**src/rtl/core/dad_pkg.sv**
```systemverilog
// ============================================================================
// dad_pkg: shared types, constants and tables of the date arithmetic block
// Holds the transfer payloads, the control word format, the microprogram and
// the small calendar functions used by the datapath.
// ============================================================================
package dad_pkg;

    // Default top year; results beyond it saturate.
    localparam int unsigned MAX_YEAR_DEFAULT = 9999;

    // Field widths fixed by the item formats.
    localparam int unsigned DAY_W   = 5;
    localparam int unsigned MONTH_W = 4;
    localparam int unsigned YIN_W   = 14;
    localparam int unsigned ADD_W   = 20;
    localparam int unsigned COUNT_W = 22;
    localparam int unsigned ERR_W   = 2;

    // Internal widths: walked year, days still to place, accumulated days.
    localparam int unsigned YEAR_W  = 16;
    localparam int unsigned REM_W   = 21;
    localparam int unsigned ACC_W   = 23;
    localparam int unsigned TOTAL_W = 24;
    localparam int unsigned M400_W  = 9;
    localparam int unsigned STEP_W  = 4;

    localparam logic [COUNT_W-1:0] COUNT_MAX = '1;

    // Calendar constants.
    localparam logic [DAY_W-1:0]   DAYS_28   = 5'd28;
    localparam logic [DAY_W-1:0]   DAYS_29   = 5'd29;
    localparam logic [DAY_W-1:0]   DAYS_30   = 5'd30;
    localparam logic [DAY_W-1:0]   DAYS_31   = 5'd31;
    localparam logic [MONTH_W-1:0] MONTH_JAN = 4'd1;
    localparam logic [MONTH_W-1:0] MONTH_FEB = 4'd2;
    localparam logic [MONTH_W-1:0] MONTH_APR = 4'd4;
    localparam logic [MONTH_W-1:0] MONTH_JUN = 4'd6;
    localparam logic [MONTH_W-1:0] MONTH_SEP = 4'd9;
    localparam logic [MONTH_W-1:0] MONTH_NOV = 4'd11;
    localparam logic [MONTH_W-1:0] MONTH_DEC = 4'd12;
    localparam logic [M400_W-1:0]  M400_LAST = 9'd399;
    localparam logic [M400_W-1:0]  M400_100  = 9'd100;
    localparam logic [M400_W-1:0]  M400_200  = 9'd200;
    localparam logic [M400_W-1:0]  M400_300  = 9'd300;

    // Error codes of a result.
    localparam logic [ERR_W-1:0] ERR_NONE     = 2'd0;
    localparam logic [ERR_W-1:0] ERR_RANGE    = 2'd1;
    localparam logic [ERR_W-1:0] ERR_OVERFLOW = 2'd2;

    // Input item.
    typedef struct packed {
        logic               command;
        logic [DAY_W-1:0]   day_a;
        logic [MONTH_W-1:0] month_a;
        logic [YIN_W-1:0]   year_a;
        logic [DAY_W-1:0]   day_b;
        logic [MONTH_W-1:0] month_b;
        logic [YIN_W-1:0]   year_b;
        logic [ADD_W-1:0]   add_days;
    } in_item_t;

    // Result item.
    typedef struct packed {
        logic [DAY_W-1:0]   res_day;
        logic [MONTH_W-1:0] res_month;
        logic [YIN_W-1:0]   res_year;
        logic [COUNT_W-1:0] day_count;
        logic [ERR_W-1:0]   error;
    } out_item_t;

    // Datapath operations.
    typedef enum logic [3:0] {
        OP_NONE,
        OP_CAPTURE,
        OP_LOAD_ADD,
        OP_LOAD_DIFF,
        OP_ADD_STEP,
        OP_DIFF_STEP,
        OP_OUT_ADD,
        OP_OUT_DIFF,
        OP_OUT_RANGE,
        OP_OUT_OVERFLOW,
        OP_OUT_SAT
    } op_t;

    // Jump conditions.
    typedef enum logic [3:0] {
        COND_ALWAYS,
        COND_NO_INPUT,
        COND_CMD_DIFF,
        COND_BAD_A,
        COND_BAD_AB,
        COND_YA_OVER,
        COND_YEARS_OVER,
        COND_B_LATER,
        COND_ADD_DONE,
        COND_DIFF_DONE,
        COND_OUT_BUSY
    } cond_t;

    // Status flags from the datapath to the sequencer.
    typedef struct packed {
        logic in_valid;
        logic cmd_diff;
        logic bad_a;
        logic bad_ab;
        logic ya_over;
        logic years_over;
        logic b_later;
        logic add_done;
        logic diff_done;
        logic out_busy;
    } flags_t;

    // One control word: when the condition holds the step jumps and its
    // operation is skipped, otherwise the operation runs and control falls
    // through to the second address.
    typedef struct packed {
        op_t               op;
        cond_t             cond;
        logic [STEP_W-1:0] jump_to;
        logic [STEP_W-1:0] fall_to;
    } ucode_t;

    // Program addresses.
    localparam logic [STEP_W-1:0] STEP_IDLE      = 4'd0;
    localparam logic [STEP_W-1:0] STEP_DISPATCH  = 4'd1;
    localparam logic [STEP_W-1:0] STEP_ADD_CHK   = 4'd2;
    localparam logic [STEP_W-1:0] STEP_ADD_LOAD  = 4'd3;
    localparam logic [STEP_W-1:0] STEP_ADD_LOOP  = 4'd4;
    localparam logic [STEP_W-1:0] STEP_ADD_END   = 4'd5;
    localparam logic [STEP_W-1:0] STEP_DIFF_CHK  = 4'd6;
    localparam logic [STEP_W-1:0] STEP_DIFF_YRS  = 4'd7;
    localparam logic [STEP_W-1:0] STEP_DIFF_LOAD = 4'd8;
    localparam logic [STEP_W-1:0] STEP_DIFF_LOOP = 4'd9;
    localparam logic [STEP_W-1:0] STEP_RANGE     = 4'd10;
    localparam logic [STEP_W-1:0] STEP_SAT       = 4'd11;
    localparam logic [STEP_W-1:0] STEP_OVERFLOW  = 4'd12;
    localparam logic [STEP_W-1:0] STEP_DIFF_END  = 4'd13;

    // The microprogram.
    function automatic ucode_t ucode_word(input logic [STEP_W-1:0] addr);
        case (addr)
            STEP_IDLE:      return '{OP_CAPTURE, COND_NO_INPUT, STEP_IDLE, STEP_DISPATCH};
            STEP_DISPATCH:  return '{OP_NONE, COND_CMD_DIFF, STEP_DIFF_CHK, STEP_ADD_CHK};
            STEP_ADD_CHK:   return '{OP_NONE, COND_BAD_A, STEP_RANGE, STEP_ADD_LOAD};
            STEP_ADD_LOAD:  return '{OP_LOAD_ADD, COND_YA_OVER, STEP_SAT, STEP_ADD_LOOP};
            STEP_ADD_LOOP:  return '{OP_ADD_STEP, COND_ADD_DONE, STEP_ADD_END, STEP_ADD_LOOP};
            STEP_ADD_END:   return '{OP_OUT_ADD, COND_OUT_BUSY, STEP_ADD_END, STEP_IDLE};
            STEP_DIFF_CHK:  return '{OP_NONE, COND_BAD_AB, STEP_RANGE, STEP_DIFF_YRS};
            STEP_DIFF_YRS:  return '{OP_NONE, COND_YEARS_OVER, STEP_OVERFLOW, STEP_DIFF_LOAD};
            STEP_DIFF_LOAD: return '{OP_LOAD_DIFF, COND_B_LATER, STEP_RANGE, STEP_DIFF_LOOP};
            STEP_DIFF_LOOP: return '{OP_DIFF_STEP, COND_DIFF_DONE, STEP_DIFF_END,
                                     STEP_DIFF_LOOP};
            STEP_RANGE:     return '{OP_OUT_RANGE, COND_OUT_BUSY, STEP_RANGE, STEP_IDLE};
            STEP_SAT:       return '{OP_OUT_SAT, COND_OUT_BUSY, STEP_SAT, STEP_IDLE};
            STEP_OVERFLOW:  return '{OP_OUT_OVERFLOW, COND_OUT_BUSY, STEP_OVERFLOW,
                                     STEP_IDLE};
            STEP_DIFF_END:  return '{OP_OUT_DIFF, COND_OUT_BUSY, STEP_DIFF_END, STEP_IDLE};
            default:        return '{OP_NONE, COND_ALWAYS, STEP_IDLE, STEP_IDLE};
        endcase
    endfunction

    // Year modulo 400 by six restoring compare-and-subtract steps.
    function automatic logic [M400_W-1:0] year_mod_400(input logic [YIN_W-1:0] year);
        logic [YIN_W:0] rest;
        rest = {1'b0, year};
        for (int k = 5; k >= 0; k--) begin
            if (rest >= (YIN_W+1)'(400 << k)) begin
                rest = rest - (YIN_W+1)'(400 << k);
            end
        end
        return rest[M400_W-1:0];
    endfunction

    // Length of a month, given whether the year is a leap year.
    function automatic logic [DAY_W-1:0] month_len(input logic [MONTH_W-1:0] month,
                                                   input logic leap);
        case (month)
            MONTH_FEB: return leap ? DAYS_29 : DAYS_28;
            MONTH_APR,
            MONTH_JUN,
            MONTH_SEP,
            MONTH_NOV: return DAYS_30;
            default:   return DAYS_31;
        endcase
    endfunction

endpackage

```
**src/rtl/core/dad_sequencer.sv**
```systemverilog
// ============================================================================
// dad_sequencer: step counter and microprogram of the date arithmetic block
// Reads one control word per cycle, evaluates its jump condition against the
// datapath flags and issues the operation for the datapath.
// ============================================================================
module dad_sequencer (
    input  logic            clk,
    input  logic            rst_n,
    input  dad_pkg::flags_t flags,
    output dad_pkg::op_t    op,
    output logic            idle
);
    import dad_pkg::*;

    logic [STEP_W-1:0] step_reg;
    logic [STEP_W-1:0] step_next;
    ucode_t            word;
    logic              taken;

    // Step counter.
    always_ff @(posedge clk or negedge rst_n)
    begin
        if (!rst_n)
        begin
            step_reg <= STEP_IDLE;
        end
        else
        begin
            step_reg <= step_next;
        end
    end

    // Condition select, next step and gated operation.
    always_comb
    begin
        word = ucode_word(step_reg);
        case (word.cond)
            COND_ALWAYS:     taken = 1'b1;
            COND_NO_INPUT:   taken = !flags.in_valid;
            COND_CMD_DIFF:   taken = flags.cmd_diff;
            COND_BAD_A:      taken = flags.bad_a;
            COND_BAD_AB:     taken = flags.bad_ab;
            COND_YA_OVER:    taken = flags.ya_over;
            COND_YEARS_OVER: taken = flags.years_over;
            COND_B_LATER:    taken = flags.b_later;
            COND_ADD_DONE:   taken = flags.add_done;
            COND_DIFF_DONE:  taken = flags.diff_done;
            COND_OUT_BUSY:   taken = flags.out_busy;
            default:         taken = 1'b1;
        endcase
        step_next = taken ? word.jump_to : word.fall_to;
        op        = taken ? OP_NONE : word.op;
    end

    assign idle = (step_reg == STEP_IDLE);

endmodule

```
**config.mk**
```make
export PLATFORM = sky130hd
export DESIGN_NAME = dad_sequencer
export DESIGN_NICKNAME = d
export VERILOG_FILES = /design/src/rtl/core/dad_pkg.sv /design/src/rtl/core/dad_sequencer.sv
export SDC_FILE = /design/constraint.sdc
export NUM_CORES = 1
export LEC_CHECK = 0
export BUFFER_PORTS_ARGS = -buffer_cell sky130_fd_sc_hd__buf_2
export CAP_MARGIN = 10
export CORE_MARGIN = 3
export CORE_UTILIZATION = 51
export DETAILED_ROUTE_END_ITERATION = 7
export PLACE_DENSITY = 0.82
export SLEW_MARGIN = 20
export SYNTH_ARGS = -nofsm -noshare
export SYNTH_HDL_FRONTEND = slang
export SYNTH_SLANG_ARGS = --single-unit
export TNS_END_PERCENT = 30
```
**constraint.sdc**
```tcl
create_clock -name clk -period 3.5 [get_ports clk]
set_input_delay 0 -clock clk [delete_from_list [all_inputs] [get_ports clk]]
set_output_delay 0 -clock clk [all_outputs]
set_load 0.02 [all_outputs]
```
; Word-level counts from Yosys, hierarchy flattened
; Memory sizes are Yosys's and may differ from the RTL's.
; Cells that the tools add are included.
[classes]
eq_ne = 10
mux = 3
reduce_logical = 2
[ops]
columns = op, n
row1 = == test 4 x 3 -> 1 bit (second input constant), 4
row2 = == test 4 bit (second input constant), 3
row3 = case mux 1 bit (10 select lines), 1
row4 = == test 4 x 2 -> 1 bit (second input constant), 2
row5 = 2-to-1 mux 4 bit, 2
row6 = == test 4 x 1 -> 1 bit (second input constant), 1
row7 = logical NOT 4 bit, 1
row8 = logical NOT 1 bit, 1
[totals]
regBits = 4
romBits = 256
input_bits = 12
output_inout_bits = 5
word_cells = 17
memories = 1
[mem_list]
columns = memory, depth, word_bits, read_ports, rd_clocked_by_memory_dff, write_ports, line
row1 = (name not given), 16, 16, 1, 0, 0, dad_pkg.sv:144  ; case (addr)

; Logic depth before layout (Yosys ltp)
; An unclocked memory read counts as a cell.
[logic_depth]
word_depth = 4
mapped_depth = 11
mapped_depth_nobuf = 9

; Least setup slack after synthesis
; Ideal clock, no wire load.
[synth_path]
path_kind = flip-flop to output port
startpoint = register with a tool-made name
endpoint = output op[3]
arrival_ns = 2.854
t_required_ns = 3.500
path_slack_ns = 0.646
stages_incl_launch_ff = 11
n_path_buf = 2
cell_sequence = dfrtp_1 clkbuf_1 inv_1 ha_1 inv_1 mux4_2 and3_1 o211ai_2 nand4_2 buf_6 nor3b_1
[synth_rtl]
columns = item, line
row1 = end: declaration, dad_sequencer.sv:10  ; output dad_pkg::op_t op,

; Worst setup path in the final report
[layout_path]
startpoint = register step_reg[0]
endpoint = register step_reg[3]
[layout_between]
elab_chain_cells = 4
elab_cells_between_ends = 13
cone_classes = eq/ne: 10 / mux: 2 / memory: 1
[layout_rtl]
columns = item, line
row1 = start: declaration, dad_sequencer.sv:15  ; logic [STEP_W-1:0] step_reg;
row2 = start signal: assignment, dad_sequencer.sv:29  ; step_reg <= step_next;
row3 = memory (16 x 16 bit) (*), n/a
row4 = "== test 4 bit, or another cell as far along", dad_sequencer.sv:37  ; case (word.cond)
row5 = case mux 1 bit (10 select lines), dad_sequencer.sv:37
row6 = 2-to-1 mux 4 bit (*), dad_sequencer.sv:51  ; step_next = taken ? word.jump_to : word.fall_to;
row7 = net step_next[3], dad_sequencer.sv:16  ; logic [STEP_W-1:0] step_next;
; Mark *: on every way through the listed nets, which the timed path passes. The rest lies on a longest branch.

==> impl_metrics.toml <==
[placement]
globalplace.congestion = 0.852
portBuffers = 16
dp_cells = 115
dp_hpwl_mm = 1.20
preCtsSetupSlack_ns = 0.694

[worst_setup_path]
cp-end-kind = "register"
crit_required_ns = 3.62
cp-startpoint = "step_reg[0]"
path_max_fanout = 8
cp-start-kind = "register"
path_class = "register to register"
r2r-end = "step_reg[3]"
arrival_ns = 2.97
reg2reg_depth = 10
r2r-start = "step_reg[0]"
reg2reg_setup_slack_ns = 0.65

[clock_network]
cts_sinks = 4
clk_latency_ns = 0.24
root_buffer = "clkbuf_4"
numCtsBuffers = 3
h-tree-depth = 1
hold_buffers = 1
post_cts_buffers = 0
cts_tree = "built"
ctsResizeCount = 0
cts_buffer_depth = 2
path_clk_slew_ns = 0.04

[floorplan]
start_util = 0.579
fp.dieArea_sq_um = 1800
io_pins = 17
dieHeight_um = 42.5
die_x_um = 42.5
core_region_area_sq_um = 1170
fp-row-count = 12

[grt]
antenna_found_initial = 0
grt_max_degree = 20
grt_pass1_vias = 611
grt_pass1_wl_mm = 2.88
grt_usage = 0.209
overflow = 0

[routing]
routed_wl_mm = 1.64
ant_nets = 0
viasPerCell = 5.82
dr.pass1.iters = 4
initialDrtViolationCount = 25
drc = 0
wire_per_inst_um = 13.8
via_count = 693

[min_path]
hold_path.class = "input pin to async pin"

[layout]
nFillCells = 107
finalNetCount = 124
synthToLayoutAreaGrowth_pct = 17.3
drive_gt1_frac = 0.295
n_antenna_cell = 0
fin_cells = 119

[sta]
fmax_mhz = 351
setup_ws_ns = 0.651
period_minus_slack_ns = 2.85
rsz0062_at_grt = "no"
maxSlewHeadroom = 0.803
worstMarginPinSlew_ns = 0.295
finalMaxSlewViolations = 0
hold_viol = 0
period_share = 0.814
finalSetupViolCount = 0
skew_ns = 0.00388
final.setup.tns_ns = 0

[run_status]
outcome = "complete, no violations"

[synth]
yosysSeqAreaShare = 0.148
synth_cells = 88
yosysWarnings = 0
syn_nets = 105
synth_area_per_cell_sq_um = 7.71
synth-seq-cells = 4
synth_area_sq_um = 678
ys_types = 32

[run]
drv_cap = 0
-- cell usage after synthesis --
cell	number	area, sq um
o21ai_0	9	45.0
nand2_1	8	30.0
a21oi_1	7	35.0
inv_1	6	22.5
mux2i_1	6	60.1
nor2_1	6	22.5
ha_1	5	62.6
dfrtp_1	4	100
a31oi_1	3	18.8
clkbuf_1	3	11.3
nor3b_1	3	22.5
and3_1	2	12.5
buf_6	2	22.5
nand2b_1	2	12.5
nor2b_1	2	12.5
nor3_1	2	10.0
o21a_1	2	15.0
o21ai_1	2	10.0
a2111oi_2	1	15.0
a211o_1	1	8.76
a32o_1	1	10.0
buf_1	1	3.75
buf_2	1	5.00
maj3_2	1	11.3
mux2_2	1	11.3
mux2_4	1	15.0
mux4_2	1	22.5
nand4_2	1	12.5
o211ai_1	1	7.51
o211ai_2	1	12.5
o21ba_2	1	10.0
o31ai_1	1	7.51
-- cell type report --
class | count | area (sq um) | area share
multi-input cells | 71 | 513 | 0.645
well taps | 14 | 17.5 | 0.0220
clock buffers | 3 | 22.5 | 0.0283
flip-flops and latches | 4 | 100 | 0.126
inverters | 6 | 22.5 | 0.0283
repair buffers | 21 | 120 | 0.151
-- worst max-delay path, stage by stage, from the launching register on --
cell and delay, ns:
dfrtp_1 0.43, inv_1 0.16, ha_1 0.34, inv_1 0.04, mux4_2 0.54, and3_1 0.22
o211ai_2 0.17, nand4_2 0.22, buf_4 0.23, mux2i_1 0.11, mux2_4 0.27
-- metrics by stage --
stage	instance area, sq um	util	hold slack [ns]
2_1_floorplan	678	-	-0.296
3_3_place_gp	763	0.652	-0.193
5_1_grt	796	0.679	0.102
6_report	796	0.679	0.0915
4_1_cts	796	0.679	0.0924
3_5_place_dp	763	0.652	-0.192
-- cells by family (layout without fill, tap and decap cells) --
group,count (synthesis),in the layout,share of synthesized area
DFF,4,4,0.148
buffers and inverters,13,30,0.0959
AOI/OAI and AO/OA,30,30,0.288
muxes,9,9,0.161
and+or+nand+nor,26,26,0.199
adders and majority gates,6,6,0.109
-- worst max-delay path by stage --
stage | endpoint | slack, ns | cells past startpoint
after CTS | step_reg[3] | 0.65 | 10
final | step_reg[3] | 0.65 | 10
after detailed placement | step_reg[3] | 0.69 | 10
after global placement | step_reg[3] | 0.78 | 9
after global routing | step_reg[3] | 0.49 | 10
after floorplan | op[3] | 0.65 | 10
-- per-layer routing --
| metal | track usage | routed length, um | share of wire | up-vias |
|---|---|---|---|---|
| li1 | - | - | - | 355 |
| met1 | 0.272 | 740 | 0.45 | 319 |
| met2 | 0.334 | 828 | 0.50 | 19 |
| met3 | 0.0215 | 74 | 0.045 | 0 |
| met4 | 0.112 | 0 | 0 | 0 |
| met5 | 0 | 0 | 0 | - |
-- cells in the final DEF (no fill, tap or decap), types with 2 or more instances in the layout --
master	instances
o21ai_1	2
ha_1	5
a31oi_1	3
mux2i_1	6
and3_1	2
nor3b_1	3
nand2_1	8
o21ai_0	9
nor3_1	2
buf_2	16
a21oi_1	7
dfrtp_1	4
inv_1	6
o21a_1	2
nor2_1	6
nor2b_1	2
nand2b_1	2
buf_4	4
clkbuf_4	3
Power is left out: the tool's default activity adds up to more than one toggle a clock period on the data nets, which glitch-free logic cannot reach.
