==> src/rtl/core/dad_pkg.sv <==
// ============================================================================
// dad_pkg: shared types, constants and tables of the date arithmetic block
// Holds the transfer payloads, the control word format, the microprogram and
// the small calendar functions used by the datapath.
// ============================================================================
package dad_pkg;

    // Default top year; results beyond it saturate.
    localparam int unsigned MAX_YEAR_DEFAULT = 9999;

    // Field widths fixed by the item formats.
    localparam int unsigned DAY_W   = 5;
    localparam int unsigned MONTH_W = 4;
    localparam int unsigned YIN_W   = 14;
    localparam int unsigned ADD_W   = 20;
    localparam int unsigned COUNT_W = 22;
    localparam int unsigned ERR_W   = 2;

    // Internal widths: walked year, days still to place, accumulated days.
    localparam int unsigned YEAR_W  = 16;
    localparam int unsigned REM_W   = 21;
    localparam int unsigned ACC_W   = 23;
    localparam int unsigned TOTAL_W = 24;
    localparam int unsigned M400_W  = 9;
    localparam int unsigned STEP_W  = 4;

    localparam logic [COUNT_W-1:0] COUNT_MAX = '1;

    // Calendar constants.
    localparam logic [DAY_W-1:0]   DAYS_28   = 5'd28;
    localparam logic [DAY_W-1:0]   DAYS_29   = 5'd29;
    localparam logic [DAY_W-1:0]   DAYS_30   = 5'd30;
    localparam logic [DAY_W-1:0]   DAYS_31   = 5'd31;
    localparam logic [MONTH_W-1:0] MONTH_JAN = 4'd1;
    localparam logic [MONTH_W-1:0] MONTH_FEB = 4'd2;
    localparam logic [MONTH_W-1:0] MONTH_APR = 4'd4;
    localparam logic [MONTH_W-1:0] MONTH_JUN = 4'd6;
    localparam logic [MONTH_W-1:0] MONTH_SEP = 4'd9;
    localparam logic [MONTH_W-1:0] MONTH_NOV = 4'd11;
    localparam logic [MONTH_W-1:0] MONTH_DEC = 4'd12;
    localparam logic [M400_W-1:0]  M400_LAST = 9'd399;
    localparam logic [M400_W-1:0]  M400_100  = 9'd100;
    localparam logic [M400_W-1:0]  M400_200  = 9'd200;
    localparam logic [M400_W-1:0]  M400_300  = 9'd300;

    // Error codes of a result.
    localparam logic [ERR_W-1:0] ERR_NONE     = 2'd0;
    localparam logic [ERR_W-1:0] ERR_RANGE    = 2'd1;
    localparam logic [ERR_W-1:0] ERR_OVERFLOW = 2'd2;

    // Input item.
    typedef struct packed {
        logic               command;
        logic [DAY_W-1:0]   day_a;
        logic [MONTH_W-1:0] month_a;
        logic [YIN_W-1:0]   year_a;
        logic [DAY_W-1:0]   day_b;
        logic [MONTH_W-1:0] month_b;
        logic [YIN_W-1:0]   year_b;
        logic [ADD_W-1:0]   add_days;
    } in_item_t;

    // Result item.
    typedef struct packed {
        logic [DAY_W-1:0]   res_day;
        logic [MONTH_W-1:0] res_month;
        logic [YIN_W-1:0]   res_year;
        logic [COUNT_W-1:0] day_count;
        logic [ERR_W-1:0]   error;
    } out_item_t;

    // Datapath operations.
    typedef enum logic [3:0] {
        OP_NONE,
        OP_CAPTURE,
        OP_LOAD_ADD,
        OP_LOAD_DIFF,
        OP_ADD_STEP,
        OP_DIFF_STEP,
        OP_OUT_ADD,
        OP_OUT_DIFF,
        OP_OUT_RANGE,
        OP_OUT_OVERFLOW,
        OP_OUT_SAT
    } op_t;

    // Jump conditions.
    typedef enum logic [3:0] {
        COND_ALWAYS,
        COND_NO_INPUT,
        COND_CMD_DIFF,
        COND_BAD_A,
        COND_BAD_AB,
        COND_YA_OVER,
        COND_YEARS_OVER,
        COND_B_LATER,
        COND_ADD_DONE,
        COND_DIFF_DONE,
        COND_OUT_BUSY
    } cond_t;

    // Status flags from the datapath to the sequencer.
    typedef struct packed {
        logic in_valid;
        logic cmd_diff;
        logic bad_a;
        logic bad_ab;
        logic ya_over;
        logic years_over;
        logic b_later;
        logic add_done;
        logic diff_done;
        logic out_busy;
    } flags_t;

    // One control word: when the condition holds the step jumps and its
    // operation is skipped, otherwise the operation runs and control falls
    // through to the second address.
    typedef struct packed {
        op_t               op;
        cond_t             cond;
        logic [STEP_W-1:0] jump_to;
        logic [STEP_W-1:0] fall_to;
    } ucode_t;

    // Program addresses.
    localparam logic [STEP_W-1:0] STEP_IDLE      = 4'd0;
    localparam logic [STEP_W-1:0] STEP_DISPATCH  = 4'd1;
    localparam logic [STEP_W-1:0] STEP_ADD_CHK   = 4'd2;
    localparam logic [STEP_W-1:0] STEP_ADD_LOAD  = 4'd3;
    localparam logic [STEP_W-1:0] STEP_ADD_LOOP  = 4'd4;
    localparam logic [STEP_W-1:0] STEP_ADD_END   = 4'd5;
    localparam logic [STEP_W-1:0] STEP_DIFF_CHK  = 4'd6;
    localparam logic [STEP_W-1:0] STEP_DIFF_YRS  = 4'd7;
    localparam logic [STEP_W-1:0] STEP_DIFF_LOAD = 4'd8;
    localparam logic [STEP_W-1:0] STEP_DIFF_LOOP = 4'd9;
    localparam logic [STEP_W-1:0] STEP_RANGE     = 4'd10;
    localparam logic [STEP_W-1:0] STEP_SAT       = 4'd11;
    localparam logic [STEP_W-1:0] STEP_OVERFLOW  = 4'd12;
    localparam logic [STEP_W-1:0] STEP_DIFF_END  = 4'd13;

    // The microprogram.
    function automatic ucode_t ucode_word(input logic [STEP_W-1:0] addr);
        case (addr)
            STEP_IDLE:      return '{OP_CAPTURE, COND_NO_INPUT, STEP_IDLE, STEP_DISPATCH};
            STEP_DISPATCH:  return '{OP_NONE, COND_CMD_DIFF, STEP_DIFF_CHK, STEP_ADD_CHK};
            STEP_ADD_CHK:   return '{OP_NONE, COND_BAD_A, STEP_RANGE, STEP_ADD_LOAD};
            STEP_ADD_LOAD:  return '{OP_LOAD_ADD, COND_YA_OVER, STEP_SAT, STEP_ADD_LOOP};
            STEP_ADD_LOOP:  return '{OP_ADD_STEP, COND_ADD_DONE, STEP_ADD_END, STEP_ADD_LOOP};
            STEP_ADD_END:   return '{OP_OUT_ADD, COND_OUT_BUSY, STEP_ADD_END, STEP_IDLE};
            STEP_DIFF_CHK:  return '{OP_NONE, COND_BAD_AB, STEP_RANGE, STEP_DIFF_YRS};
            STEP_DIFF_YRS:  return '{OP_NONE, COND_YEARS_OVER, STEP_OVERFLOW, STEP_DIFF_LOAD};
            STEP_DIFF_LOAD: return '{OP_LOAD_DIFF, COND_B_LATER, STEP_RANGE, STEP_DIFF_LOOP};
            STEP_DIFF_LOOP: return '{OP_DIFF_STEP, COND_DIFF_DONE, STEP_DIFF_END,
                                     STEP_DIFF_LOOP};
            STEP_RANGE:     return '{OP_OUT_RANGE, COND_OUT_BUSY, STEP_RANGE, STEP_IDLE};
            STEP_SAT:       return '{OP_OUT_SAT, COND_OUT_BUSY, STEP_SAT, STEP_IDLE};
            STEP_OVERFLOW:  return '{OP_OUT_OVERFLOW, COND_OUT_BUSY, STEP_OVERFLOW,
                                     STEP_IDLE};
            STEP_DIFF_END:  return '{OP_OUT_DIFF, COND_OUT_BUSY, STEP_DIFF_END, STEP_IDLE};
            default:        return '{OP_NONE, COND_ALWAYS, STEP_IDLE, STEP_IDLE};
        endcase
    endfunction

    // Year modulo 400 by six restoring compare-and-subtract steps.
    function automatic logic [M400_W-1:0] year_mod_400(input logic [YIN_W-1:0] year);
        logic [YIN_W:0] rest;
        rest = {1'b0, year};
        for (int k = 5; k >= 0; k--) begin
            if (rest >= (YIN_W+1)'(400 << k)) begin
                rest = rest - (YIN_W+1)'(400 << k);
            end
        end
        return rest[M400_W-1:0];
    endfunction

    // Length of a month, given whether the year is a leap year.
    function automatic logic [DAY_W-1:0] month_len(input logic [MONTH_W-1:0] month,
                                                   input logic leap);
        case (month)
            MONTH_FEB: return leap ? DAYS_29 : DAYS_28;
            MONTH_APR,
            MONTH_JUN,
            MONTH_SEP,
            MONTH_NOV: return DAYS_30;
            default:   return DAYS_31;
        endcase
    endfunction

endpackage

==> src/rtl/core/dad_stream_if.sv <==
// ============================================================================
// dad_stream_if: valid/ready channel
// Carries one payload per transfer; a transfer completes on a rising clock
// edge with valid and ready both high.
// ============================================================================
interface dad_stream_if #(
    parameter type payload_t = logic
) ();

    logic     valid;
    logic     ready;
    payload_t data;

    modport source (output valid, output data, input ready);
    modport sink   (input valid, input data, output ready);

endinterface

==> src/rtl/core/dad_datapath.sv <==
// ============================================================================
// dad_datapath: working registers and result register of the date block
// Holds the captured item, the month walk (days left, month, year, year
// modulo 400, accumulated days) and the output register, and reports the
// flags on which the microprogram branches.
// ============================================================================
module dad_datapath #(
    parameter int unsigned MAX_YEAR = dad_pkg::MAX_YEAR_DEFAULT
) (
    input  logic            clk,
    input  logic            rst_n,
    input  dad_pkg::op_t    op,
    input  logic            idle,
    output dad_pkg::flags_t flags,
    dad_stream_if.sink      request,
    dad_stream_if.source    result
);
    import dad_pkg::*;

    localparam logic [YEAR_W-1:0] MAX_YEAR_W = YEAR_W'(MAX_YEAR);

    in_item_t           item_reg, item_next;
    logic [REM_W-1:0]   rem_reg, rem_next;
    logic [MONTH_W-1:0] month_reg, month_next;
    logic [YEAR_W-1:0]  year_reg, year_next;
    logic [M400_W-1:0]  m400_reg, m400_next;
    logic [ACC_W-1:0]   acc_reg, acc_next;
    out_item_t          out_reg, out_next;
    logic               out_valid_reg, out_valid_next;

    logic               leap;
    logic [DAY_W-1:0]   len;
    logic               wrap;
    logic [MONTH_W-1:0] month_adv;
    logic [YEAR_W-1:0]  year_adv;
    logic [M400_W-1:0]  m400_adv;
    logic               walk_over;
    logic               bad_b;
    logic               yb_over;
    logic [TOTAL_W-1:0] total_days;
    logic [TOTAL_W-1:0] diff_days;
    logic               diff_neg;
    logic               diff_big;
    out_item_t          sat_item;

    // Month length at the walk position, Gregorian leap rule.
    assign leap = (year_reg[1:0] == 2'b00) && (m400_reg != M400_100)
                  && (m400_reg != M400_200) && (m400_reg != M400_300);
    assign len  = month_len(month_reg, leap);

    // Advance of the walk by one month, wrapping the year after December.
    assign wrap      = (month_reg == MONTH_DEC);
    assign month_adv = wrap ? MONTH_JAN : month_reg + MONTH_W'(1);
    assign year_adv  = wrap ? year_reg + YEAR_W'(1) : year_reg;
    assign m400_adv  = !wrap ? m400_reg
                     : (m400_reg == M400_LAST) ? '0 : m400_reg + M400_W'(1);
    assign walk_over = (year_reg > MAX_YEAR_W);

    // Final count of a difference.
    assign total_days = TOTAL_W'(acc_reg) + TOTAL_W'(item_reg.day_a);
    assign diff_neg   = (total_days < TOTAL_W'(item_reg.day_b));
    assign diff_days  = total_days - TOTAL_W'(item_reg.day_b);
    assign diff_big   = (diff_days > TOTAL_W'(COUNT_MAX));

    // Saturated date returned on year overflow.
    assign sat_item = '{res_day: DAYS_31, res_month: MONTH_DEC,
                        res_year: MAX_YEAR_W[YIN_W-1:0], day_count: '0,
                        error: ERR_OVERFLOW};

    // Branch flags.
    assign bad_b   = (item_reg.month_b == '0) || (item_reg.month_b > MONTH_DEC);
    assign yb_over = (YEAR_W'(item_reg.year_b) > MAX_YEAR_W);
    always_comb
    begin
        flags.in_valid   = request.valid;
        flags.cmd_diff   = item_reg.command;
        flags.bad_a      = (item_reg.month_a == '0) || (item_reg.month_a > MONTH_DEC);
        flags.bad_ab     = flags.bad_a || bad_b;
        flags.ya_over    = (YEAR_W'(item_reg.year_a) > MAX_YEAR_W);
        flags.years_over = flags.ya_over || yb_over;
        flags.b_later    = (item_reg.year_b > item_reg.year_a)
                           || ((item_reg.year_b == item_reg.year_a)
                               && ((item_reg.month_b > item_reg.month_a)
                                   || ((item_reg.month_b == item_reg.month_a)
                                       && (item_reg.day_b > item_reg.day_a))));
        flags.add_done   = (rem_reg <= REM_W'(len)) || walk_over;
        flags.diff_done  = (month_reg == item_reg.month_a)
                           && (year_reg == YEAR_W'(item_reg.year_a));
        flags.out_busy   = out_valid_reg && !result.ready;
    end

    // Operation decode.
    always_comb
    begin
        item_next      = item_reg;
        rem_next       = rem_reg;
        month_next     = month_reg;
        year_next      = year_reg;
        m400_next      = m400_reg;
        acc_next       = acc_reg;
        out_next       = out_reg;
        out_valid_next = out_valid_reg && !result.ready;
        case (op)
            OP_CAPTURE:
            begin
                item_next = request.data;
            end
            OP_LOAD_ADD:
            begin
                rem_next   = REM_W'(item_reg.add_days) + REM_W'(item_reg.day_a);
                month_next = item_reg.month_a;
                year_next  = YEAR_W'(item_reg.year_a);
                m400_next  = year_mod_400(item_reg.year_a);
            end
            OP_LOAD_DIFF:
            begin
                month_next = item_reg.month_b;
                year_next  = YEAR_W'(item_reg.year_b);
                m400_next  = year_mod_400(item_reg.year_b);
                acc_next   = '0;
            end
            OP_ADD_STEP:
            begin
                rem_next   = rem_reg - REM_W'(len);
                month_next = month_adv;
                year_next  = year_adv;
                m400_next  = m400_adv;
            end
            OP_DIFF_STEP:
            begin
                acc_next   = acc_reg + ACC_W'(len);
                month_next = month_adv;
                year_next  = year_adv;
                m400_next  = m400_adv;
            end
            OP_OUT_ADD:
            begin
                if (walk_over)
                begin
                    out_next = sat_item;
                end
                else
                begin
                    out_next = '{res_day: rem_reg[DAY_W-1:0], res_month: month_reg,
                                 res_year: year_reg[YIN_W-1:0], day_count: '0,
                                 error: ERR_NONE};
                end
                out_valid_next = 1'b1;
            end
            OP_OUT_DIFF:
            begin
                out_next = '0;
                if (diff_neg)
                begin
                    out_next.error = ERR_RANGE;
                end
                else if (diff_big)
                begin
                    out_next.day_count = COUNT_MAX;
                    out_next.error     = ERR_OVERFLOW;
                end
                else
                begin
                    out_next.day_count = diff_days[COUNT_W-1:0];
                end
                out_valid_next = 1'b1;
            end
            OP_OUT_RANGE:
            begin
                out_next       = '0;
                out_next.error = ERR_RANGE;
                out_valid_next = 1'b1;
            end
            OP_OUT_OVERFLOW:
            begin
                out_next       = '0;
                out_next.error = ERR_OVERFLOW;
                out_valid_next = 1'b1;
            end
            OP_OUT_SAT:
            begin
                out_next       = sat_item;
                out_valid_next = 1'b1;
            end
            default:
            begin
            end
        endcase
    end

    // Control and walk registers.
    always_ff @(posedge clk or negedge rst_n)
    begin
        if (!rst_n)
        begin
            out_valid_reg <= 1'b0;
            rem_reg       <= '0;
            month_reg     <= MONTH_JAN;
            year_reg      <= '0;
            m400_reg      <= '0;
            acc_reg       <= '0;
        end
        else
        begin
            out_valid_reg <= out_valid_next;
            rem_reg       <= rem_next;
            month_reg     <= month_next;
            year_reg      <= year_next;
            m400_reg      <= m400_next;
            acc_reg       <= acc_next;
        end
    end

    // Payload registers.
    always_ff @(posedge clk)
    begin
        item_reg <= item_next;
        out_reg  <= out_next;
    end

    assign request.ready = idle;
    assign result.valid  = out_valid_reg;
    assign result.data   = out_reg;

endmodule

==> src/flat_wrapper.sv <==
// flat-port wrapper written by rule: the top's interface ports become plain ports
module dad_datapath_flat import dad_pkg::*;
#(
    parameter int unsigned MAX_YEAR = dad_pkg::MAX_YEAR_DEFAULT
)
  (clk, rst_n, op, idle, flags, request_valid, request_data, request_ready, result_valid, result_data, result_ready);
  dad_stream_if request_i ();
  dad_stream_if result_i ();
  input  logic clk;
  input  logic rst_n;
  input  dad_pkg::op_t op;
  input  logic idle;
  output dad_pkg::flags_t flags;
  input wire logic [$bits(request_i.valid)-1:0] request_valid;
  input wire logic [$bits(request_i.data)-1:0] request_data;
  output wire logic [$bits(request_i.ready)-1:0] request_ready;
  output wire logic [$bits(result_i.valid)-1:0] result_valid;
  output wire logic [$bits(result_i.data)-1:0] result_data;
  input wire logic [$bits(result_i.ready)-1:0] result_ready;
  assign request_i.valid = request_valid;
  assign request_i.data = request_data;
  assign request_ready = request_i.ready;
  assign result_valid = result_i.valid;
  assign result_data = result_i.data;
  assign result_i.ready = result_ready;
  dad_datapath #(.MAX_YEAR(MAX_YEAR)) u_core (.clk(clk), .rst_n(rst_n), .op(op), .idle(idle), .flags(flags), .request(request_i), .result(result_i));
endmodule
==> config.mk <==
export PLATFORM = sky130hd
export DESIGN_NAME = dad_datapath_flat
export DESIGN_NICKNAME = d
export VERILOG_FILES = /design/src/rtl/core/dad_pkg.sv /design/src/rtl/core/dad_stream_if.sv /design/src/rtl/core/dad_datapath.sv /design/src/flat_wrapper.sv
export SDC_FILE = /design/constraint.sdc
export NUM_CORES = 1
export LEC_CHECK = 0
export CAP_MARGIN = 20
export CELL_PAD_IN_SITES_DETAIL_PLACEMENT = 0
export CELL_PAD_IN_SITES_GLOBAL_PLACEMENT = 2
export CORE_UTILIZATION = 43
export DETAILED_ROUTE_END_ITERATION = 12
export DONT_BUFFER_PORTS = 1
export PLACE_DENSITY_LB_ADDON = 0.05
export SETUP_SLACK_MARGIN = 0.1
export SLEW_MARGIN = 20
export SYNTH_ARGS = -nofsm -noshare
export SYNTH_HDL_FRONTEND = slang
export SYNTH_SLANG_ARGS = --single-unit
==> constraint.sdc <==
create_clock -name clk -period 7.1 [get_ports clk]
set_input_delay 1.775 -clock clk [delete_from_list [all_inputs] [get_ports clk]]
set_output_delay 1.775 -clock clk [all_outputs]
set_load 0.01 [all_outputs]
======== After elaboration in Yosys (flattened, before gate mapping) ========
Index checks and enable logic that the tools add are counted.
operators by class
  $add $sub $neg .......................... 15
  multipliers ............................. 0
  divide/modulo/power cells ............... 0
  order comparisons ....................... 13
  equal/unequal tests ..................... 21
  shift operators ......................... 0
  multiplexer cells ....................... 34
  bitwise gates (word level) .............. 0
  reduce and logical (&&, ||, !) cells .... 19
operators by type and width
  operator                number
  $mux 15                 18
  $pmux 23 s2             1
  $pmux 21 s2             1
  $mux 9                  4
  $pmux 16 s2             1
  $ge 15x10->1 const B    2
  $ge 15x11->1 const B    2
  $ge 15x12->1 const B    2
  $ge 15x13->1 const B    2
  $ge 15x9->1 const B     2
  $sub 15x10->15 const B  2
  $sub 15x11->15 const B  2
  $sub 15x12->15 const B  2
  $sub 15x13->15 const B  2
  $pmux 9 s3              1
  $eq 4x3->1 const B      6
  $eq 4x4->1 const B      6
  $add 23x5->23           1
  $lt 23x1->1 const B     1
  $le 21x5->1             1
  $sub 21x5->21           1
  $sub 9x9->9 const B     2
  $add 16x1->16 const B   1
  $gt 16x14->1 const B    1
  other kinds (28)        38
storage, ports and cells
  flip-flop bits (word level) ............. 76
  latch bits .............................. 0
  RAM bits ................................ 0
  bits in read-only memories .............. 0
  output and inout port bits .............. 13
  word-level logic and storage cells ...... 110
  memories kept ........................... 0

======== Logic depth before layout (Yosys ltp) ========
  depth in word-level cells ............... 17
  gate-level depth with buffers ........... 13
  gate-level depth less buffers ........... 12

======== Worst setup path after synthesis ========
No wires, ideal clock.
  path kind ............................... reg-to-output
  start point ............................. register u_core.month_reg[0]
  end point ............................... output flags[2] (netlist name)
  arrival ................................. 2500 ps
  data required time ...................... 5325 ps
  setup slack ............................. 2825 ps
  cell stages (with the launch flop) ...... 12
  path through ............................ dfstp_2 > inv_1 > ha_1 > o21ai_0 > nand2_1 > nor2_1 > ha_1 > nor2b_1 > o21ai_0 > clkbuf_1 > a31oi_1 > o41ai_1
RTL lines
  element                 RTL line             RTL
  from (decl)             dad_datapath.sv:24   logic [MONTH_W-1:0] month_reg, month_next;
  from (signal assigned)  dad_datapath.sv:207  month_reg <= month_next;
  to (decl)               flat_wrapper.sv:13   output dad_pkg::flags_t flags;

==> impl_metrics.py <==
metrics = {
    "routing": {
        "viasPerCell": 5.66,
        "top_layer": "met4",
        "wl_met3_um": 223,
        "wl_met1_um": 3240,
        "dr.pass1.iters": 4,
        "via_count": 2501,
        "route.detailed.drc": 0,
        "wl_met2_um": 3330,
        "wl_per_cell_um": 15.5,
        "ant_nets": 0,
        "dr.first_iter.drc_count": 111,
        "drt_wl_total_um": 6850,
    },
    "global_routing": {
        "grt_pass1_wl_um": 11700,
        "grt_start_max_net_pins": 52,
        "antenna_found_initial": 0,
        "grt_pass1_vias": 2377,
        "track_usage_pct": 19.6,
        "gr-total-overflow": 0,
    },
    "logic_synthesis": {
        "syn_area_mm2": 0.00317,
        "synthArstFlopShare_pct": 96.2,
        "synth-simple-area-share_pct": 24.2,
        "synthFlopType": "dfrtp_1",
        "yosys.area_share.xor_xnor_pct": 4.15,
        "synth_edf_count": 2,
        "ys_seq_area_share_pct": 42.3,
        "synth_top_family_by_area": "simple AND/OR/NAND/NOR gates",
        "synth_seq_cells": 53,
        "synth_compound_area_share_pct": 18.3,
        "synth_cells": 357,
        "synth_fa_ha_area_share_pct": 4.98,
        "synthMuxAreaShare_pct": 0,
        "ys_types": 53,
        "yosys_warnings": 0,
        "synth.avg_cell_area_um2": 8.87,
    },
    "clock_network": {
        "clock_latency_ns": 0.31,
        "htreeDepth": 2,
        "path_clk_slew_ns": 0.10,
        "post_cts.repair.setup_buffers": 0,
        "cts-hold-fix-buffers": 0,
        "clock_path_buffers": 2,
        "root_buffer": "clkbuf_8",
        "cts_tree": "yes",
        "cts_buffers": 5,
        "clock-sinks": 53,
        "cts.repair.resized": 0,
    },
    "die": {
        "floorplan.initialDensity_pct": 45.6,
        "rows": 30,
        "die_x_um": 87.8,
        "core_mm2": 0.00694,
        "fp.dieH_um": 87.8,
        "dieArea_mm2": 0.00771,
        "ios": 23,
    },
    "layout": {
        "layout-drive-gt1-share_pct": 5.78,
        "finish.utilization_pct": 47.0,
        "diodes": 0,
        "largest_reg_flops": 21,
        "syn2layout_area_growth_pct": 3.04,
        "final_common_cell": "dfrtp_1",
        "nets": 367,
        "most-common-layout-cells": "dfrtp_1 (50), o21ai_0 (38), nand2_1 (35)",
    },
    "placement": {
        "numPortBuffers": 0,
        "routabilityCongestion": 0.739,
        "dp_hpwl_um": 4620,
    },
    "critical_path": {
        "cp_max_fo": 12,
        "slowest_stage": "o21ai_1",
        "cp-start-kind": "register",
        "regToRegSetupSlack_ns": 3.83,
        "cp-end-kind": "output port",
        "criticalPathCategory": "reg2out",
        "worstPathArrival_ns": 3.25,
        "path_buf_inv": 1,
        "cpLargestDelayFamily": "compound AO/OA/AOI/OAI gates",
        "crit_top_cell": "ha_1",
        "cpPeakStageDelay_ns": 0.65,
        "cp_data_required_time_ns": 5.33,
        "path_cells": "inv_1 > ha_1 > o21ai_0 > nand2_1 > nor2_1 > ha_1 > nor2b_1 > o21ai_1 > a31oi_1 > o41ai_1",
    },
    "sta": {
        "fin_setup_tns_ns": 0,
        "timing.final.crit_period_ns": 5.03,
        "fmax_mhz": 199,
        "min_period_over_period_pct": 70.8,
        "slew_violations": 0,
        "skew_ns": 0.0154,
        "rsz0062_at_grt": "no",
        "finalSetupViolCount": 0,
        "slew_headroom_pct": 44.5,
        "hold_violations": 0,
        "worst_pin_slew_ns": 0.828,
    },
    "pwr": {
        "ir_drop_v": 0.0000760,
        "power.density_mw_per_mm2": 231,
        "p_leak_uw": 0.00139,
    },
    "job": {
        "cap_viol_max_count": 0,
    },
    "worst_hold_path": {
        "hold_class": "reg2reg",
    },
    "outcome": {
        "run_status": "complete, no violations",
    },
}
where the power goes:
group / internal (uW) / switching [uW]
registers: 342 / 40.3
logic: 74.4 / 118
clock network: 79.9 / 98.4
worst paths after layout:
path | start | end | cells after the start
worst min-delay path | u_core.rem_reg[20]$_DFFE_PN0P_ | u_core.rem_reg[20]$_DFFE_PN0P_ | 1
worst max-delay path | u_core.month_reg[0]$_DFFE_PN1P_ | flags[2] | 10
max in group asynchronous | rst_n | u_core.month_reg[0]$_DFFE_PN1P_ | 0
worst min register to register | u_core.rem_reg[20]$_DFFE_PN0P_ | u_core.rem_reg[20]$_DFFE_PN0P_ | 1
min in group asynchronous | rst_n | u_core.rem_reg[18]$_DFFE_PN0P_ | 0
worst max register to register | u_core.month_reg[0]$_DFFE_PN1P_ | u_core.rem_reg[14]$_DFFE_PN0P_ | 11
synthesized netlist by cell type (2+ instances only):
cell type | count | area [um2]
nand2b_1 | 3 | 18.8
nor3b_2 | 3 | 37.5
o21ai_0 | 39 | 195
xnor2_1 | 4 | 35.0
buf_2 | 4 | 20.0
and3_1 | 8 | 50.1
a21o_1 | 3 | 22.5
a22o_1 | 2 | 17.5
nand2_1 | 35 | 131
a211oi_1 | 5 | 37.5
o211ai_1 | 3 | 22.5
nor3_1 | 9 | 45.0
edfxtp_1 | 2 | 60.1
nor3_2 | 2 | 20.0
a31oi_1 | 8 | 50.1
o41ai_1 | 6 | 52.6
o31ai_1 | 8 | 60.1
nand3_1 | 16 | 80.1
dfrtp_1 | 50 | 1250
nor2_1 | 34 | 128
buf_4 | 9 | 67.6
conb_1 | 2 | 7.51
xor2_1 | 11 | 96.3
nand4_1 | 8 | 50.1
inv_1 | 14 | 52.6
or3_1 | 3 | 18.8
or4_1 | 2 | 15.0
clkbuf_1 | 10 | 37.5
a21oi_1 | 13 | 65.1
nor4_1 | 5 | 31.3
nor4bb_1 | 2 | 20.0
ha_1 | 11 | 138
nor2b_1 | 3 | 18.8
stage by stage:
stage | hold WS, ns | cells | power [uW] | worst slack (ns) | cell area, um2
final | 0.495 | 442 | 753 | 2.07 | 3260
after global routing | 0.510 | 442 | 807 | 1.77 | 3260
after CTS | 0.491 | 442 | 761 | 1.67 | 3260
after detailed placement | 0.473 | 434 | 581 | 2.02 | 3170
after global placement | 0.480 | 434 | 581 | 2.15 | 3170
after floorplan | 0.447 | 361 | 544 | 2.82 | 3180
worst reg2reg max path: cells and delay by family, from the launching register on:
family                     cells  cell delay [ns]
adders and majority gates      3             0.72
DFF                            1             0.60
buffers and inverters          1             0.08
and+or+nand+nor                5             1.32
AOI/OAI and AO/OA              2             0.47
metal layers:
layer  vias up  track usage [%]
li1       1248                -
met1      1208             25.2
met2        39             33.4
met3         6             4.52
met4         0             4.92
met5         -                0
kinds of logic (layout without fill, tap and decap cells):
family,count (synthesis),in the layout
compound gates,93,93
simple gates,144,144
fa+ha+maj,12,12
xor+xnor,15,15
other cells,2,6
flops,53,53
buf+inv,38,23
cell type report:
class                   count  area, um2
fillers                   691       3680
inverters                  14       52.6
repair buffers              1       7.51
flip-flops and latches     53       1340
multi-input cells         270       1650
well taps                  96        120
clock buffers               8       90.1
(Power assumes the default switching activity.)
